**config.mk**
```make
export PLATFORM = sky130hd
export DESIGN_NAME = checksummed_record_frame_receiver_core_flat
export DESIGN_NICKNAME = d
export VERILOG_FILES = /design/src/rtl/crfr_pkg.sv /design/src/rtl/crfr_if.sv /design/src/rtl/checksummed_record_frame_receiver_core.sv /design/src/rtl/crfr_ram.sv /design/src/rtl/crfr_parser.sv /design/src/rtl/crfr_emit.sv /design/src/flat_wrapper.sv
export SDC_FILE = /design/constraint.sdc
export NUM_CORES = 1
export LEC_CHECK = 0
export BUFFER_PORTS_ARGS = -buffer_cell sky130_fd_sc_hd__buf_4
export CORE_MARGIN = 8
export CORE_UTILIZATION = 45
export DETAILED_ROUTE_END_ITERATION = 7
export PLACE_DENSITY = 0.6
export SETUP_SLACK_MARGIN = 0.3
export SYNTH_ARGS = -nofsm -noshare
export SYNTH_HDL_FRONTEND = slang
export SYNTH_HIERARCHICAL = 1
export SYNTH_SLANG_ARGS = --single-unit
```
**constraint.sdc**
```tcl
create_clock -name i_clk -period 11 [get_ports i_clk]
set_clock_uncertainty 0.15 [all_clocks]
set_input_delay 1.1 -clock i_clk [delete_from_list [all_inputs] [get_ports i_clk]]
set_output_delay 1.1 -clock i_clk [all_outputs]
set_load 0.05 [all_outputs]
```
**src/rtl/crfr_pkg.sv**
```systemverilog
// Shared types and constants for the checksummed record frame receiver.
`timescale 1ns / 1ps
`default_nettype none

package crfr_pkg;

    localparam logic [7:0] HDR_BYTE   = 8'hFF;
    localparam logic [7:0] START_BYTE = 8'h02;
    localparam logic [2:0] REC_LAST_POS = 3'd4;

    // Slot write issued by the parser when a record completes.
    typedef struct packed {
        logic        en;
        logic [7:0]  id;
        logic [31:0] word;
    } t_slot_wr;

endpackage

`default_nettype wire

```
**src/rtl/crfr_if.sv**
```systemverilog
// Handshake channel interfaces for received bytes and slot results.
`timescale 1ns / 1ps
`default_nettype none

interface crfr_byte_if;
    logic       valid;
    logic       ready;
    logic [7:0] rx_byte;

    modport source (output valid, output rx_byte, input ready);
    modport sink   (input valid, input rx_byte, output ready);
endinterface

interface crfr_slot_if;
    logic        valid;
    logic        ready;
    logic [3:0]  slot_id;
    logic [31:0] slot_word;
    logic        last;

    modport source (output valid, output slot_id, output slot_word, output last, input ready);
    modport sink   (input valid, input slot_id, input slot_word, input last, output ready);
endinterface

`default_nettype wire

```
**src/rtl/checksummed_record_frame_receiver_core.sv**
```systemverilog
// Top level of the checksummed record frame receiver.
`timescale 1ns / 1ps
`default_nettype none

// Receives a byte stream framed as 0xFF, 0x02, RECORDS five-byte records (id byte, then a
// 32-bit word most significant byte first) and an 8-bit additive checksum byte covering
// everything from 0xFF on. Record words land in a slot memory of RECORDS entries; a slot
// valid flag per entry is cleared at each frame start, so unreceived slots report zero.
// While a frame is being received the block takes one byte per cycle. After a checksum
// byte that matches, the input stalls while the sequencer walks the slot memory: each
// result takes a registered read of the single read port, then a load of the output
// register, and any back-pressure on the output holds the burst of RECORDS items. A
// mismatching checksum produces no items and no stall.

module checksummed_record_frame_receiver_core #(
    parameter int RECORDS = 9
) (
    input  wire logic   i_clk,
    input  wire logic   i_rst_n,
    crfr_byte_if.sink   i_rx,
    crfr_slot_if.source o_res
);
    import crfr_pkg::*;

    localparam int AW = (RECORDS > 1) ? $clog2(RECORDS) : 1;

    t_slot_wr           slot_wr;
    logic [RECORDS-1:0] slot_vld;
    logic               frame_ok;
    logic               emit_busy;
    logic               take;
    logic               rd_en;
    logic [AW-1:0]      rd_addr;
    logic [31:0]        rd_data;

    assign i_rx.ready = !emit_busy;
    assign take       = i_rx.valid && !emit_busy;

    crfr_parser #(
        .RECORDS (RECORDS)
    ) u_parser (
        .i_clk      (i_clk),
        .i_rst_n    (i_rst_n),
        .i_take     (take),
        .i_byte     (i_rx.rx_byte),
        .o_wr       (slot_wr),
        .o_slot_vld (slot_vld),
        .o_frame_ok (frame_ok)
    );

    crfr_ram #(
        .WIDTH (32),
        .DEPTH (RECORDS)
    ) u_slot_ram (
        .i_clk   (i_clk),
        .i_we    (slot_wr.en),
        .i_waddr (slot_wr.id[AW-1:0]),
        .i_wdata (slot_wr.word),
        .i_re    (rd_en),
        .i_raddr (rd_addr),
        .o_rdata (rd_data)
    );

    crfr_emit #(
        .RECORDS (RECORDS)
    ) u_emit (
        .i_clk      (i_clk),
        .i_rst_n    (i_rst_n),
        .i_start    (frame_ok),
        .i_slot_vld (slot_vld),
        .i_rdata    (rd_data),
        .o_re       (rd_en),
        .o_raddr    (rd_addr),
        .o_busy     (emit_busy),
        .o_res      (o_res)
    );

endmodule

`default_nettype wire

```
**src/rtl/crfr_ram.sv**
```systemverilog
// Generic simple dual-port RAM with one write port and a registered read port.
`timescale 1ns / 1ps
`default_nettype none

module crfr_ram #(
    parameter int WIDTH = 32,
    parameter int DEPTH = 9,
    parameter int AW    = (DEPTH > 1) ? $clog2(DEPTH) : 1
) (
    input  wire logic             i_clk,
    input  wire logic             i_we,
    input  wire logic [AW-1:0]    i_waddr,
    input  wire logic [WIDTH-1:0] i_wdata,
    input  wire logic             i_re,
    input  wire logic [AW-1:0]    i_raddr,
    output logic      [WIDTH-1:0] o_rdata
);

    logic [WIDTH-1:0] r_mem [DEPTH];
    logic [WIDTH-1:0] r_rdata;

    always_ff @(posedge i_clk) begin
        if (i_we) begin
            r_mem[i_waddr] <= i_wdata;
        end
        if (i_re) begin
            r_rdata <= r_mem[i_raddr];
        end
    end

    assign o_rdata = r_rdata;

endmodule

`default_nettype wire

```
**src/rtl/crfr_parser.sv**
```systemverilog
// Frame parser: header detection, record assembly, checksum and slot valid bits.
`timescale 1ns / 1ps
`default_nettype none

module crfr_parser #(
    parameter int RECORDS = 9
) (
    input  wire logic                i_clk,
    input  wire logic                i_rst_n,
    input  wire logic                i_take,
    input  wire logic [7:0]          i_byte,
    output crfr_pkg::t_slot_wr       o_wr,
    output logic [RECORDS-1:0]       o_slot_vld,
    output logic                     o_frame_ok
);
    import crfr_pkg::*;

    localparam int AW = (RECORDS > 1) ? $clog2(RECORDS) : 1;
    localparam int CW = $clog2(RECORDS + 1);

    localparam logic [1:0] PH_IDLE  = 2'd0;
    localparam logic [1:0] PH_START = 2'd1;
    localparam logic [1:0] PH_BODY  = 2'd2;
    localparam logic [1:0] PH_CHECK = 2'd3;

    logic [1:0]         r_phase,  n_phase;
    logic [2:0]         r_pos,    n_pos;
    logic [CW-1:0]      r_rec,    n_rec;
    logic [7:0]         r_id,     n_id;
    logic [7:0]         r_sum,    n_sum;
    logic [23:0]        r_acc,    n_acc;
    logic [RECORDS-1:0] r_vld;
    logic               id_ok;
    logic               clr_vld;

    assign id_ok = ({1'b0, r_id} < 9'(RECORDS));

    always_comb begin
        n_phase    = r_phase;
        n_pos      = r_pos;
        n_rec      = r_rec;
        n_id       = r_id;
        n_sum      = r_sum;
        n_acc      = r_acc;
        o_wr       = '0;
        o_frame_ok = 1'b0;
        clr_vld    = 1'b0;
        if (i_take) begin
            unique case (r_phase)
                PH_IDLE: begin
                    if (i_byte == HDR_BYTE) begin
                        n_sum   = HDR_BYTE;
                        n_phase = PH_START;
                    end
                end
                PH_START: begin
                    if (i_byte == START_BYTE) begin
                        n_sum   = r_sum + i_byte;
                        n_rec   = '0;
                        n_pos   = '0;
                        n_acc   = '0;
                        clr_vld = 1'b1;
                        n_phase = PH_BODY;
                    end else begin
                        n_phase = PH_IDLE;
                    end
                end
                PH_BODY: begin
                    n_sum = r_sum + i_byte;
                    if (r_pos == 3'd0) begin
                        n_id  = i_byte;
                        n_acc = '0;
                        n_pos = 3'd1;
                    end else if (r_pos == REC_LAST_POS) begin
                        o_wr.en   = id_ok;
                        o_wr.id   = r_id;
                        o_wr.word = {r_acc, i_byte};
                        n_pos     = '0;
                        n_rec     = r_rec + 1'b1;
                        if (r_rec == CW'(RECORDS - 1)) begin
                            n_phase = PH_CHECK;
                        end
                    end else begin
                        n_acc = {r_acc[15:0], i_byte};
                        n_pos = r_pos + 3'd1;
                    end
                end
                PH_CHECK: begin
                    o_frame_ok = (i_byte == r_sum);
                    n_phase    = PH_IDLE;
                end
                default: n_phase = PH_IDLE;
            endcase
        end
    end

    always_ff @(posedge i_clk) begin
        if (!i_rst_n) begin
            r_phase <= PH_IDLE;
            r_pos   <= '0;
            r_rec   <= '0;
            r_id    <= '0;
            r_sum   <= '0;
            r_acc   <= '0;
            r_vld   <= '0;
        end else begin
            r_phase <= n_phase;
            r_pos   <= n_pos;
            r_rec   <= n_rec;
            r_id    <= n_id;
            r_sum   <= n_sum;
            r_acc   <= n_acc;
            if (clr_vld) begin
                r_vld <= '0;
            end else if (o_wr.en) begin
                r_vld[o_wr.id[AW-1:0]] <= 1'b1;
            end
        end
    end

    assign o_slot_vld = r_vld;

endmodule

`default_nettype wire

```
**src/rtl/crfr_emit.sv**
```systemverilog
// Result sequencer: walks the slot memory in order and drives the output register.
`timescale 1ns / 1ps
`default_nettype none

module crfr_emit #(
    parameter int RECORDS = 9
) (
    input  wire logic                i_clk,
    input  wire logic                i_rst_n,
    input  wire logic                i_start,
    input  wire logic [RECORDS-1:0]  i_slot_vld,
    input  wire logic [31:0]         i_rdata,
    output logic                     o_re,
    output logic [((RECORDS > 1) ? $clog2(RECORDS) : 1)-1:0] o_raddr,
    output logic                     o_busy,
    crfr_slot_if.source              o_res
);
    import crfr_pkg::*;

    localparam int AW = (RECORDS > 1) ? $clog2(RECORDS) : 1;

    localparam logic STEP_READ = 1'b0;
    localparam logic STEP_LOAD = 1'b1;

    logic          r_busy,  n_busy;
    logic          r_step,  n_step;
    logic [AW-1:0] r_k,     n_k;
    logic          r_ovld,  n_ovld;
    logic [3:0]    r_oid,   n_oid;
    logic [31:0]   r_oword, n_oword;
    logic          r_olast, n_olast;
    logic          at_last;

    assign at_last = (r_k == AW'(RECORDS - 1));

    always_comb begin
        n_busy  = r_busy;
        n_step  = r_step;
        n_k     = r_k;
        n_ovld  = r_ovld;
        n_oid   = r_oid;
        n_oword = r_oword;
        n_olast = r_olast;
        o_re    = 1'b0;
        if (r_ovld && o_res.ready) begin
            n_ovld = 1'b0;
        end
        if (!r_busy) begin
            if (i_start) begin
                n_busy = 1'b1;
                n_step = STEP_READ;
                n_k    = '0;
            end
        end else begin
            unique case (r_step)
                STEP_READ: begin
                    o_re   = 1'b1;
                    n_step = STEP_LOAD;
                end
                STEP_LOAD: begin
                    // Slots never written in this frame read as zero.
                    if (!r_ovld || o_res.ready) begin
                        n_ovld  = 1'b1;
                        n_oid   = 4'(r_k);
                        n_oword = i_slot_vld[r_k] ? i_rdata : 32'd0;
                        n_olast = at_last;
                        if (at_last) begin
                            n_busy = 1'b0;
                        end else begin
                            n_k    = r_k + 1'b1;
                            n_step = STEP_READ;
                        end
                    end
                end
                default: n_step = STEP_READ;
            endcase
        end
    end

    always_ff @(posedge i_clk) begin
        if (!i_rst_n) begin
            r_busy <= 1'b0;
            r_step <= STEP_READ;
            r_k    <= '0;
            r_ovld <= 1'b0;
        end else begin
            r_busy <= n_busy;
            r_step <= n_step;
            r_k    <= n_k;
            r_ovld <= n_ovld;
        end
        r_oid   <= n_oid;
        r_oword <= n_oword;
        r_olast <= n_olast;
    end

    assign o_raddr         = r_k;
    assign o_busy          = r_busy;
    assign o_res.valid     = r_ovld;
    assign o_res.slot_id   = r_oid;
    assign o_res.slot_word = r_oword;
    assign o_res.last      = r_olast;

endmodule

`default_nettype wire

```
**src/flat_wrapper.sv**
```systemverilog
// flat-port wrapper written by rule: the top's interface ports become plain ports
module checksummed_record_frame_receiver_core_flat import crfr_pkg::*;
#(
    parameter int RECORDS = 9
)
  (i_clk, i_rst_n, i_rx_valid, i_rx_rx_byte, i_rx_ready, o_res_valid, o_res_slot_id, o_res_slot_word, o_res_last, o_res_ready);
  crfr_byte_if i_rx_i ();
  crfr_slot_if o_res_i ();
  input  wire logic i_clk;
  input  wire logic i_rst_n;
  input wire logic [$bits(i_rx_i.valid)-1:0] i_rx_valid;
  input wire logic [$bits(i_rx_i.rx_byte)-1:0] i_rx_rx_byte;
  output wire logic [$bits(i_rx_i.ready)-1:0] i_rx_ready;
  output wire logic [$bits(o_res_i.valid)-1:0] o_res_valid;
  output wire logic [$bits(o_res_i.slot_id)-1:0] o_res_slot_id;
  output wire logic [$bits(o_res_i.slot_word)-1:0] o_res_slot_word;
  output wire logic [$bits(o_res_i.last)-1:0] o_res_last;
  input wire logic [$bits(o_res_i.ready)-1:0] o_res_ready;
  assign i_rx_i.valid = i_rx_valid;
  assign i_rx_i.rx_byte = i_rx_rx_byte;
  assign i_rx_ready = i_rx_i.ready;
  assign o_res_valid = o_res_i.valid;
  assign o_res_slot_id = o_res_i.slot_id;
  assign o_res_slot_word = o_res_i.slot_word;
  assign o_res_last = o_res_i.last;
  assign o_res_i.ready = o_res_ready;
  checksummed_record_frame_receiver_core #(.RECORDS(RECORDS)) u_core (.i_clk(i_clk), .i_rst_n(i_rst_n), .i_rx(i_rx_i), .o_res(o_res_i));
endmodule
```
==> out/results.tsv <==
stage	metric	value	unit
finish	Nets	1163	
worst_setup_path	R2R Setup Slk	6.56	ns
worst_setup_path	Required @ worst endpoint	11.00	ns
clock_tree	cts bufs inserted	45	
floorplan	I/O Pins	51	
worst_setup_path	RR Startpoint	u_core/u_parser/r_phase[0]$_SDFFE_PN0P_	
hold_path	Hold Path End	u_core/u_parser/r_id[5]$_SDFFE_PN0P_	
route	WL final	34100	um
sta	Final Hold Fails	0	
worst_setup_path	Crit. End Element	flip-flop	
sta	worst hold slack	0.312	ns
worst_setup_path	Startpoint Class	input pin	
power	cell area power density	163	mW/mm^2
finish	P&R area growth vs syn	13.2	%
hold_path	worst hold path startpoint	u_core/u_parser/r_id[5]$_SDFFE_PN0P_	
clock_tree	CTS Hold Bufs	0	
clock_tree	CTS Buffer Depth	3	
global_routing	largest net degree at the start of global routing	72	
global_routing	antenna violations before repair	0	
place	post-DP HPWL	20300	um
route	Iter 0 DRT Violations	455	
logic_synthesis	Post-Syn Instances	1074	
power	switching portion of total power	0.193	
clock_tree	postcts setup bufs	0	
power	Internal Power	2.52	mW
job	total of max-cap violations	0	
power	Logic pwr share	0.006	
worst_setup_path	R2R depth	8	
floorplan	Die Wd	210	um
power	Clk pwr share	0.446	
sta	Slew headroom	0.200	
place	GPL Wtd Cong	0.825	
route	# DRC	0	
route	Antenna Violating Nets Remaining	0	
global_routing	total global routing overflow	0	
global_routing	vias in the first global route	9036	
route	vias per inst	5.36	
clock_tree	# clock sinks	422	
clock_tree	CTS tree	yes	
logic_synthesis	Warnings, synthesis	6	
worst_setup_path	WS Path Type	input pin to flip-flop	
power	Max IR drop VDD	102	uV
sta	Final Max Tran Viols	0	
place	IO Port Bufs	50	
floorplan	DIE AREA	0.0441	mm^2
route	DR WL/cell	20.4	um
worst_setup_path	reg2reg end	u_core/u_slot_ram/r_mem[2][22]$_DFFE_PP_	
floorplan	initial core utilization	0.453	
logic_synthesis	Syn Nets	1105	
logic_synthesis	Synth Area per Inst	15.8	um^2
finish	ratio of cells with drive above 1 in the final layout	0.210	
sta	RSZ-0062 raised after global routing	no	
clock_tree	clock latency on the worst-skew pair	0.54	ns
sta	Fmax	215	MHz
hold_path	hold path depth	2	
clock_tree	clk slew on worst S/H paths	0.06	ns
power	total power	3.12	mW
clock_tree	post-cts sizing count	0	
clock_tree	H-tree depth	2	
sta	Setup TNS	0	ns
sta	Setup-failing EPs final	0	
floorplan	CORE AREA	0.0374	mm^2
worst_setup_path	Max FO, Critical Path	38	
global_routing	Global Route Usage Sum	0.154	
finish	ant diodes	0	
sta	worst-margin pin slew	1.20	ns
power	Switch Pwr	0.601	mW
logic_synthesis	Mapped Area	0.0169	mm^2
finish	Layout Utilization	0.513	
global_routing	first-pass GRT wire length	52800	um
route	drt pass-1 iters	5	
route	Via Count	8983	
floorplan	die height	210	um
sta	post-route clock period utilization	0.422	
hold_path	Worst Hold Class	flip-flop to flip-flop	
power	P_leak	5.80	nW
sta	Tmin final	4.65	ns
power	Seq pwr share	0.548	
worst_setup_path	CP arrival	4.64	ns
clock_tree	root buffer cell	clkbuf_16	
run_status	outcome	complete, no violations	
floorplan	Site Rows	71	
## registers in the layout, indices dropped and copies added, names as in the netlist, named ones only
register and flops:
u_core/u_emit/o_busy 1, u_core/u_emit/o_raddr 4, u_core/u_emit/o_res.last 1, u_core/u_emit/o_res.slot_id 4, u_core/u_emit/o_res.slot_word 32, u_core/u_emit/o_res.valid 1, u_core/u_emit/r_step 1, u_core/u_parser/o_slot_vld 9
u_core/u_parser/r_acc 24, u_core/u_parser/r_id 8, u_core/u_parser/r_phase 1, u_core/u_parser/r_pos 3, u_core/u_parser/r_rec 4, u_core/u_parser/r_sum 8, u_core/u_slot_ram/o_rdata 32, u_core/u_slot_ram/r_mem 288
## critical path, cell delays in order
cell	delay (ns)
buf_4	0.07
nor2b_1	0.41
inv_1	0.20
nor2_2	0.89
nand2_1	0.20
a21oi_1	0.26
or3b_2	0.59
nor2_4	0.89
## layout make-up
cell class | instances | area (um^2)
timing repair buffer | 66 | 495
sequential | 422 | 12000
fill | 3094 | 18200
clock inverter | 22 | 144
clock buffer | 57 | 1210
inverter | 15 | 56.3
multi-input combinational | 582 | 4600
tap | 511 | 639
## worst max path at each step
stage,startpoint,endpoint,slack [ns]
6_report,i_rx_valid,u_core/u_slot_ram/r_mem[2][22]$_DFFE_PP_,6.35
5_1_grt,i_rx_valid,u_core/u_slot_ram/r_mem[2][22]$_DFFE_PP_,5.93
3_3_place_gp,i_rx_valid,u_core/u_slot_ram/r_mem[2][23]$_DFFE_PP_,5.80
3_5_place_dp,i_rx_valid,u_core/u_slot_ram/r_mem[3][27]$_DFFE_PP_,5.68
2_1_floorplan,i_rx_valid,u_core/u_slot_ram/r_mem[8][0]$_DFFE_PP_,4.87
4_1_cts,i_rx_valid,u_core/u_slot_ram/r_mem[3][13]$_DFFE_PP_,6.25
## power groups by stage
stage | clock (mW) | sequential (mW) | combinational (mW)
2_1_floorplan | 0 | 1.74 | 0.0114
3_3_place_gp | 0 | 1.74 | 0.0195
3_5_place_dp | 0 | 1.74 | 0.0197
4_1_cts | 1.42 | 1.71 | 0.0198
5_1_grt | 1.49 | 1.71 | 0.0214
6_report | 1.39 | 1.71 | 0.0198
## stage by stage
stage,instance area (um^2),setup WS [ns],cells
finish,19200,6.35,1675
global route,19200,5.93,1675
CTS,19200,6.25,1675
global placement,17800,5.80,1596
floorplan,16900,4.87,1074
detailed placement,17800,5.68,1596
## cells in the final DEF, fill, tap and decap left out, types with 34 or more instances in the layout
master       n
nor2b_1     43
a22o_1      56
and2_1      36
buf_4       66
edfxtp_1   357
clkbuf_16   46
nand2_1     73
mux2_2      63
dfxtp_1     63
mux2i_1     68
o22ai_1     34
## layer usage
layer  up-vias  routed length, um  track usage
met1      4515              15800        0.210
met5         -                  0            0
met2       176              16200        0.251
met3        48               1450       0.0263
li1       4244                  -            -
met4         0                658       0.0430
Note: power is estimated with default switching activity, not from simulation.
